**config.mk**
```make
export PLATFORM = sky130hd
export DESIGN_NAME = sprite_pixel_blend_core_flat
export DESIGN_NICKNAME = d
export VERILOG_FILES = /design/src/spb_pkg.sv /design/src/spb_pix_in_if.sv /design/src/spb_pix_out_if.sv /design/src/spb_cfg_if.sv /design/src/spb_cfg_regs.sv /design/src/spb_pixel_op.sv /design/src/sprite_pixel_blend_core.sv /design/src/flat_wrapper.sv
export SDC_FILE = /design/constraint.sdc
export NUM_CORES = 1
export LEC_CHECK = 0
export BUFFER_PORTS_ARGS = -buffer_cell sky130_fd_sc_hd__buf_2
export CORE_MARGIN = 3
export CORE_UTILIZATION = 63
export CTS_CLUSTER_DIAMETER = 100
export DETAILED_ROUTE_END_ITERATION = 10
export PLACE_DENSITY = 0.83
export SYNTH_ARGS = -nofsm -noshare
export SYNTH_HDL_FRONTEND = slang
export SYNTH_SLANG_ARGS = --single-unit
```
**constraint.sdc**
```tcl
create_clock -name clk -period 10.8 [get_ports clk]
set_input_delay 1.08 -clock clk [delete_from_list [all_inputs] [get_ports clk]]
set_output_delay 1.08 -clock clk [all_outputs]
set_load 0.02 [all_outputs]
```
**src/spb_pkg.sv**
```systemverilog
// shared types and constants of the sprite pixel blend core
package spb_pkg;

  localparam int ChanWidth  = 8;
  localparam int RgbWidth   = 3 * ChanWidth;
  localparam int ModeWidth  = 2;
  localparam int RegIdxWidth = 3;
  localparam int RegDataWidth = RgbWidth;

  // blit modes
  localparam logic [ModeWidth-1:0] MODE_COPY   = 2'd0;
  localparam logic [ModeWidth-1:0] MODE_KEY    = 2'd1;
  localparam logic [ModeWidth-1:0] MODE_BLEND  = 2'd2;
  localparam logic [ModeWidth-1:0] MODE_SPRITE = 2'd3;

  // register indexes
  localparam logic [RegIdxWidth-1:0] REG_BLIT_MODE     = 3'd0;
  localparam logic [RegIdxWidth-1:0] REG_KEY_COLOR     = 3'd1;
  localparam logic [RegIdxWidth-1:0] REG_SHADOW_COLOR  = 3'd2;
  localparam logic [RegIdxWidth-1:0] REG_HILITE_COLOR  = 3'd3;
  localparam logic [RegIdxWidth-1:0] REG_HILITE_SHADOW = 3'd4;
  localparam logic [RegIdxWidth-1:0] REG_HILITE_ENABLE = 3'd5;

  typedef logic [ChanWidth-1:0] chan_t;
  typedef logic [RgbWidth-1:0]  rgb_t;

  typedef struct packed {
    logic [ModeWidth-1:0] blit_mode;
    rgb_t                 key_color;
    rgb_t                 shadow_color;
    rgb_t                 hilite_color;
    rgb_t                 hilite_shadow_color;
    logic                 hilite_enable;
  } cfg_t;

  typedef struct packed {
    chan_t src_red;
    chan_t src_green;
    chan_t src_blue;
    chan_t src_alpha;
    chan_t dst_red;
    chan_t dst_green;
    chan_t dst_blue;
  } pix_in_t;

  typedef struct packed {
    chan_t out_red;
    chan_t out_green;
    chan_t out_blue;
    logic  write_enable;
  } pix_out_t;

endpackage

```
**src/spb_pix_in_if.sv**
```systemverilog
// input pixel channel: source rgba and destination rgb
interface spb_pix_in_if;
  logic                 valid;
  logic                 ready;
  spb_pkg::chan_t       src_red;
  spb_pkg::chan_t       src_green;
  spb_pkg::chan_t       src_blue;
  spb_pkg::chan_t       src_alpha;
  spb_pkg::chan_t       dst_red;
  spb_pkg::chan_t       dst_green;
  spb_pkg::chan_t       dst_blue;

  modport source (
    output valid, src_red, src_green, src_blue, src_alpha, dst_red, dst_green, dst_blue,
    input  ready
  );
  modport sink (
    input  valid, src_red, src_green, src_blue, src_alpha, dst_red, dst_green, dst_blue,
    output ready
  );
endinterface

```
**src/spb_pix_out_if.sv**
```systemverilog
// result pixel channel: new destination rgb and write enable
interface spb_pix_out_if;
  logic           valid;
  logic           ready;
  spb_pkg::chan_t out_red;
  spb_pkg::chan_t out_green;
  spb_pkg::chan_t out_blue;
  logic           write_enable;

  modport source (
    output valid, out_red, out_green, out_blue, write_enable,
    input  ready
  );
  modport sink (
    input  valid, out_red, out_green, out_blue, write_enable,
    output ready
  );
endinterface

```
**src/spb_cfg_if.sv**
```systemverilog
// configuration write channel
interface spb_cfg_if;
  logic                                valid;
  logic                                ready;
  logic [spb_pkg::RegIdxWidth-1:0]     index;
  logic [spb_pkg::RegDataWidth-1:0]    data;

  modport source (
    output valid, index, data,
    input  ready
  );
  modport sink (
    input  valid, index, data,
    output ready
  );
endinterface

```
**src/spb_cfg_regs.sv**
```systemverilog
// configuration register file
module spb_cfg_regs (
  input  logic                             clk,
  input  logic                             rst,
  input  logic                             wr_en,
  input  logic [spb_pkg::RegIdxWidth-1:0]  wr_index,
  input  logic [spb_pkg::RegDataWidth-1:0] wr_data,
  output spb_pkg::cfg_t                    cfg
);

  spb_pkg::cfg_t cfg_next;

  always_comb begin
    cfg_next = cfg;
    if (wr_en) begin
      case (wr_index)
        spb_pkg::REG_BLIT_MODE:     cfg_next.blit_mode = wr_data[spb_pkg::ModeWidth-1:0];
        spb_pkg::REG_KEY_COLOR:     cfg_next.key_color = wr_data;
        spb_pkg::REG_SHADOW_COLOR:  cfg_next.shadow_color = wr_data;
        spb_pkg::REG_HILITE_COLOR:  cfg_next.hilite_color = wr_data;
        spb_pkg::REG_HILITE_SHADOW: cfg_next.hilite_shadow_color = wr_data;
        spb_pkg::REG_HILITE_ENABLE: cfg_next.hilite_enable = wr_data[0];
        default: ;
      endcase
    end
  end

  always_ff @(posedge clk) begin
    if (rst) begin
      cfg <= '0;
    end else begin
      cfg <= cfg_next;
    end
  end

endmodule

```
**src/spb_pixel_op.sv**
```systemverilog
// raster operation for one pixel: copy, colour key, alpha blend, shadow/highlight
module spb_pixel_op (
  input  spb_pkg::cfg_t     cfg,
  input  spb_pkg::pix_in_t  pix,
  output spb_pkg::pix_out_t res
);

  localparam logic [2:0] KIND_NONE   = 3'd0;
  localparam logic [2:0] KIND_SRC    = 3'd1;
  localparam logic [2:0] KIND_DARKEN = 3'd2;
  localparam logic [2:0] KIND_HILITE = 3'd3;
  localparam logic [2:0] KIND_BLEND  = 3'd4;

  spb_pkg::rgb_t src_rgb;
  logic [2:0]    kind;
  logic          is_key;
  logic          is_shadow;
  logic          is_hilite;
  logic          is_hshadow;

  assign src_rgb    = {pix.src_red, pix.src_green, pix.src_blue};
  assign is_key     = (src_rgb == cfg.key_color);
  assign is_shadow  = (src_rgb == cfg.shadow_color);
  assign is_hilite  = (src_rgb == cfg.hilite_color);
  assign is_hshadow = (src_rgb == cfg.hilite_shadow_color);

  // (d >> 2) * 3 as a shift-add
  function automatic spb_pkg::chan_t darken(input spb_pkg::chan_t d);
    logic [spb_pkg::ChanWidth-3:0] q;
    q = d[spb_pkg::ChanWidth-1:2];
    return spb_pkg::chan_t'({2'b00, q} + {1'b0, q, 1'b0});
  endfunction

  // floor(a * (d - s) / 256) + s, stays within s..d
  function automatic spb_pkg::chan_t blend(input spb_pkg::chan_t s, input spb_pkg::chan_t d,
                                           input spb_pkg::chan_t a);
    logic signed [spb_pkg::ChanWidth:0]     diff;
    logic signed [spb_pkg::ChanWidth:0]     wt;
    logic signed [2*spb_pkg::ChanWidth:0]   prod;
    logic signed [spb_pkg::ChanWidth:0]     q;
    logic signed [spb_pkg::ChanWidth:0]     sum;
    diff = $signed({1'b0, d}) - $signed({1'b0, s});
    wt   = $signed({1'b0, a});
    prod = wt * diff;
    q    = prod[2*spb_pkg::ChanWidth:spb_pkg::ChanWidth];
    sum  = q + $signed({1'b0, s});
    return sum[spb_pkg::ChanWidth-1:0];
  endfunction

  always_comb begin
    case (cfg.blit_mode)
      spb_pkg::MODE_COPY:  kind = KIND_SRC;
      spb_pkg::MODE_KEY:   kind = is_key ? KIND_NONE : KIND_SRC;
      spb_pkg::MODE_BLEND: kind = KIND_BLEND;
      default: begin
        if (is_key) begin
          kind = KIND_NONE;
        end else if (is_shadow) begin
          kind = KIND_DARKEN;
        end else if (cfg.hilite_enable) begin
          kind = is_hshadow ? KIND_HILITE : KIND_SRC;
        end else if (is_hilite) begin
          kind = KIND_NONE;
        end else begin
          kind = is_hshadow ? KIND_DARKEN : KIND_SRC;
        end
      end
    endcase
  end

  always_comb begin
    res = '0;
    case (kind)
      KIND_SRC: begin
        res.out_red      = pix.src_red;
        res.out_green    = pix.src_green;
        res.out_blue     = pix.src_blue;
        res.write_enable = 1'b1;
      end
      KIND_DARKEN: begin
        res.out_red      = darken(pix.dst_red);
        res.out_green    = darken(pix.dst_green);
        res.out_blue     = darken(pix.dst_blue);
        res.write_enable = 1'b1;
      end
      KIND_HILITE: begin
        {res.out_red, res.out_green, res.out_blue} = cfg.hilite_color;
        res.write_enable = 1'b1;
      end
      KIND_BLEND: begin
        res.out_red      = blend(pix.src_red, pix.dst_red, pix.src_alpha);
        res.out_green    = blend(pix.src_green, pix.dst_green, pix.src_alpha);
        res.out_blue     = blend(pix.src_blue, pix.dst_blue, pix.src_alpha);
        res.write_enable = 1'b1;
      end
      default: ;
    endcase
  end

endmodule

```
**src/sprite_pixel_blend_core.sv**
```systemverilog
// sprite pixel blend core: per-pixel raster operation of a sprite blitter
//
// pix_in takes one request per pixel: source rgba and the destination rgb it
// lands on. pix_out returns one result per request: the new destination rgb
// and write_enable; when write_enable is low the colour is zero.
// cfg writes one register per request (index 0 mode, 1 key colour, 2 shadow
// colour, 3 highlight colour, 4 highlight edge colour, 5 highlight enable);
// it is always ready and should be written only while no pixel is in flight.
// The datapath is an input register, the raster operation (one 8x9 multiply
// per channel in blend mode, colour compares otherwise) and a result register.
// An accepted request passes the input register and then the result register,
// from which pix_out presents it; throughput is one pixel per cycle while the
// receiver keeps pix_out.ready high, set by the single pass through that logic.
// When the receiver stalls, both registers fill and pix_in.ready drops; it
// follows pix_out.ready combinationally, so a new request is taken in the
// same cycle as the waiting result.
// Synchronous reset empties both registers and clears all config registers
// to zero (copy mode).
module sprite_pixel_blend_core (
  input logic            clk,
  input logic            rst,
  spb_pix_in_if.sink     pix_in,
  spb_pix_out_if.source  pix_out,
  spb_cfg_if.sink        cfg
);

  spb_pkg::cfg_t     cfg_regs;
  spb_pkg::pix_in_t  in_reg;
  spb_pkg::pix_in_t  in_word;
  spb_pkg::pix_out_t res_comb;
  spb_pkg::pix_out_t out_reg;
  logic              in_valid;
  logic              out_valid;
  logic              in_adv;
  logic              out_adv;

  assign cfg.ready = 1'b1;

  spb_cfg_regs u_cfg_regs (
    .clk      (clk),
    .rst      (rst),
    .wr_en    (cfg.valid),
    .wr_index (cfg.index),
    .wr_data  (cfg.data),
    .cfg      (cfg_regs)
  );

  assign in_word = '{src_red:   pix_in.src_red,
                     src_green: pix_in.src_green,
                     src_blue:  pix_in.src_blue,
                     src_alpha: pix_in.src_alpha,
                     dst_red:   pix_in.dst_red,
                     dst_green: pix_in.dst_green,
                     dst_blue:  pix_in.dst_blue};

  // result stage moves when empty or drained this cycle
  assign out_adv      = !out_valid || pix_out.ready;
  assign in_adv       = !in_valid || out_adv;
  assign pix_in.ready = in_adv;

  spb_pixel_op u_pixel_op (
    .cfg (cfg_regs),
    .pix (in_reg),
    .res (res_comb)
  );

  always_ff @(posedge clk) begin
    if (rst) begin
      in_valid  <= 1'b0;
      out_valid <= 1'b0;
    end else begin
      if (in_adv) begin
        in_valid <= pix_in.valid;
      end
      if (out_adv) begin
        out_valid <= in_valid;
      end
    end
  end

  always_ff @(posedge clk) begin
    if (in_adv && pix_in.valid) begin
      in_reg <= in_word;
    end
    if (out_adv && in_valid) begin
      out_reg <= res_comb;
    end
  end

  assign pix_out.valid        = out_valid;
  assign pix_out.out_red      = out_reg.out_red;
  assign pix_out.out_green    = out_reg.out_green;
  assign pix_out.out_blue     = out_reg.out_blue;
  assign pix_out.write_enable = out_reg.write_enable;

endmodule
```
**src/flat_wrapper.sv**
```systemverilog
// flat-port wrapper written by rule: the top's interface ports become plain ports
module sprite_pixel_blend_core_flat 
  (clk, rst, pix_in_valid, pix_in_src_red, pix_in_src_green, pix_in_src_blue, pix_in_src_alpha, pix_in_dst_red, pix_in_dst_green, pix_in_dst_blue, pix_in_ready, pix_out_valid, pix_out_out_red, pix_out_out_green, pix_out_out_blue, pix_out_write_enable, pix_out_ready, cfg_valid, cfg_index, cfg_data, cfg_ready);
  spb_pix_in_if pix_in_i ();
  spb_pix_out_if pix_out_i ();
  spb_cfg_if cfg_i ();
  input logic clk;
  input logic rst;
  input wire logic [$bits(pix_in_i.valid)-1:0] pix_in_valid;
  input wire logic [$bits(pix_in_i.src_red)-1:0] pix_in_src_red;
  input wire logic [$bits(pix_in_i.src_green)-1:0] pix_in_src_green;
  input wire logic [$bits(pix_in_i.src_blue)-1:0] pix_in_src_blue;
  input wire logic [$bits(pix_in_i.src_alpha)-1:0] pix_in_src_alpha;
  input wire logic [$bits(pix_in_i.dst_red)-1:0] pix_in_dst_red;
  input wire logic [$bits(pix_in_i.dst_green)-1:0] pix_in_dst_green;
  input wire logic [$bits(pix_in_i.dst_blue)-1:0] pix_in_dst_blue;
  output wire logic [$bits(pix_in_i.ready)-1:0] pix_in_ready;
  output wire logic [$bits(pix_out_i.valid)-1:0] pix_out_valid;
  output wire logic [$bits(pix_out_i.out_red)-1:0] pix_out_out_red;
  output wire logic [$bits(pix_out_i.out_green)-1:0] pix_out_out_green;
  output wire logic [$bits(pix_out_i.out_blue)-1:0] pix_out_out_blue;
  output wire logic [$bits(pix_out_i.write_enable)-1:0] pix_out_write_enable;
  input wire logic [$bits(pix_out_i.ready)-1:0] pix_out_ready;
  input wire logic [$bits(cfg_i.valid)-1:0] cfg_valid;
  input wire logic [$bits(cfg_i.index)-1:0] cfg_index;
  input wire logic [$bits(cfg_i.data)-1:0] cfg_data;
  output wire logic [$bits(cfg_i.ready)-1:0] cfg_ready;
  assign pix_in_i.valid = pix_in_valid;
  assign pix_in_i.src_red = pix_in_src_red;
  assign pix_in_i.src_green = pix_in_src_green;
  assign pix_in_i.src_blue = pix_in_src_blue;
  assign pix_in_i.src_alpha = pix_in_src_alpha;
  assign pix_in_i.dst_red = pix_in_dst_red;
  assign pix_in_i.dst_green = pix_in_dst_green;
  assign pix_in_i.dst_blue = pix_in_dst_blue;
  assign pix_in_ready = pix_in_i.ready;
  assign pix_out_valid = pix_out_i.valid;
  assign pix_out_out_red = pix_out_i.out_red;
  assign pix_out_out_green = pix_out_i.out_green;
  assign pix_out_out_blue = pix_out_i.out_blue;
  assign pix_out_write_enable = pix_out_i.write_enable;
  assign pix_out_i.ready = pix_out_ready;
  assign cfg_i.valid = cfg_valid;
  assign cfg_i.index = cfg_index;
  assign cfg_i.data = cfg_data;
  assign cfg_ready = cfg_i.ready;
  sprite_pixel_blend_core u_core (.clk(clk), .rst(rst), .pix_in(pix_in_i), .pix_out(pix_out_i), .cfg(cfg_i));
endmodule
```
==> results.txt <==
pin count of the biggest net entering global routing: 102
setup TNS: 0 ns
via/cell ratio: 5.911
worst rel slew slack: 0.2332
Starting Density: 0.6450
fin crit period: 9.158 ns
CTS Buffer Depth: 2
Post-Syn Instances: 1,811
startpoint types: flop
Avg Inst Size Synth: 9.334 sq um
Yosys cell types: 63
Pre-antenna DRT Iters: 7
register bit total from synthesis: 182
fmax: 0.1092 GHz
chip width: 169.8 microns
hold crit path type: flop to flop
HPWL after DPL: 32,980 microns
FP Rows: 59
RSZ-0062 raised after global routing: no
Final Hold Fails: 0
worst stage delay on the critical path: 0.75 ns
Synth top area share: 0.1599
# port buffers: 114
io pins: 116
DRT iter0 DRCs: 1,112
status: finished, final reports clean
Nets: 2,284
Clock Latency Late Sink: 0.45 ns
antenna fix cells: 0
Chip Height: 169.8 microns
max reg flops: 99
Most common cell on crit path: fa_1
Critical Path AT: 9.33 ns
H-tree levels: 4
WL final: 43,690 microns
Synth area leader: fa_1
WL/cell: 19.64 microns
max_cap viols: 0
Final Wtd Congestion: 0.9257
clk root buf: clkbuf_16
syn_nets: 2,219
share of post-route cells with drive strength above 1: 0.1053
CTS tree: built
drt drc: 0
Slowest-stage cell, CP: nor3b_1
Post-CTS Setup Inserts: 0
crit-path max FO: 8
WP data required: 10.97 ns
CTS Buf Count: 17
Tightest Pin Transition: 1.147 ns
total track usage: 0.3094
core area: 26,210 sq um
Post-CTS Resized: 0
CTS Hold Bufs: 0
Synth Flop Type: dfxtp_1
clock skew: 0.01951 ns
part of the cycle the worst path needs: 0.8480
critical path type: flop to flop
fraction of registers with async set/reset: 0
sequential share of the synthesized area: 0.2635
fill count: 2,004
EDFF count, synth: 81
synthesized cell area: 16,900 sq um
clk sinks: 182
largest cells by area after synthesis: fa_1, edfxtp_1, ha_1, dfxtp_1, nand2_1
vias: 13,150
Clock transition at path regs: 0.08 ns
YS warnings: 0
vias in the first global route: 13,450
synth cell count leaders: nand2_1, inv_1, ha_1
grt total ovfl: 0
Worst setup EP type: flop
Syn-to-layout area delta: 7.861%
global-route wire length before repair: 70,230 microns
Setup-failing EPs final: 0
Slew Limit Fails: 0
DIE AREA: 28,830 sq um
Detail Route Antenna Nets: 0
initial antenna violation count: 1
most frequent cell after synthesis: nand2_1
-- cells in the final DEF, fill, tap and decap left out, drive strengths merged, types with 7 or more instances in the layout --
cell type    n
xor2        61
buf        127
and3         8
inv        200
nand4       17
a21boi      15
clkbuf      18
or2         10
nand2b      45
nor3        18
nor3b       21
edfxtp      81
dfxtp      101
a21o        15
nand3       14
nand2      261
fa         135
nor2b       23
a21oi      125
or3         10
mux2i       25
ha         185
o21ai       22
and2        93
nor4        14
o221ai      25
nor2        69
or3b         7
xnor2      100
-- cell families (layout without fill, tap and decap cells) --
group                    count (synthesis)  in the layout  share of synthesized area
flip-flops                             182            182                     0.2635
XOR/XNOR                               164            164                    0.08742
AO/OA/AOI/OAI                          227            227                    0.08934
adder cells (fa/ha/maj)                320            320                     0.2968
buffers and inverters                  272            350                    0.06425
AND/OR/NAND/NOR                        620            620                     0.1836
other                                    1              1                  0.0002218
multiplexers                            25             25                    0.01480
-- critical path, delay by kind of cell, from the launching register on --
family                     cells  cell delay (ns)
DFF                            1             0.57
and+or+nand+nor                4             1.19
adders and majority gates      8             3.53
xor gates and xnor gates       3             0.72
AOI/OAI and AO/OA             13             2.55
buffers and inverters          4             0.31
-- final timing paths --
kind,start,end,slack (ns),cells after the start
setup / recovery,u_core.in_reg[33],u_core.pix_out.out_blue[7],1.64,32
hold / removal,u_core.u_cfg_regs.cfg[12],u_core.u_cfg_regs.cfg[12],0.47,2
setup reg to reg,u_core.in_reg[33],u_core.pix_out.out_blue[7],1.64,32
hold reg to reg,u_core.u_cfg_regs.cfg[12],u_core.u_cfg_regs.cfg[12],0.47,2
-- stage by stage --
step	hold WS (ns)	cells	cell area, sq um	utilization	worst slack, ns
floorplan	0.4481	1811	16900	-	2.655
global placement	0.4540	2192	17630	0.6726	2.109
detailed placement	0.4583	2192	17630	0.6726	1.822
CTS	0.4692	2224	18230	0.6957	1.759
global route	0.4903	2224	18230	0.6957	1.051
finish	0.4693	2224	18230	0.6957	1.642
-- cell type report --
| type | count | area (sq um) | share of cell area |
|---|---|---|---|
| multi-input combinational | 1357 | 11370 | 0.6235 |
| sequential | 182 | 4454 | 0.2443 |
| inverter | 191 | 716.9 | 0.03932 |
| timing repair buffer | 127 | 668.1 | 0.03665 |
| clock buffer | 18 | 439.2 | 0.02409 |
| tap | 335 | 419.2 | 0.02299 |
| clock inverter | 14 | 167.7 | 0.009196 |
-- routing by layer --
| layer | vias to the layer above | track usage | wire [microns] |
|---|---|---|---|
| met5 | - | 0 | 13 |
| met4 | 2 | 0.1230 | 1777 |
| met3 | 106 | 0.04752 | 3309 |
| met2 | 559 | 0.5070 | 20490 |
| met1 | 6397 | 0.4153 | 18100 |
| li1 | 6081 | - | - |
Power is not shown: default switching activity piles up to over one toggle a cycle in this logic, so the estimate is an artifact.
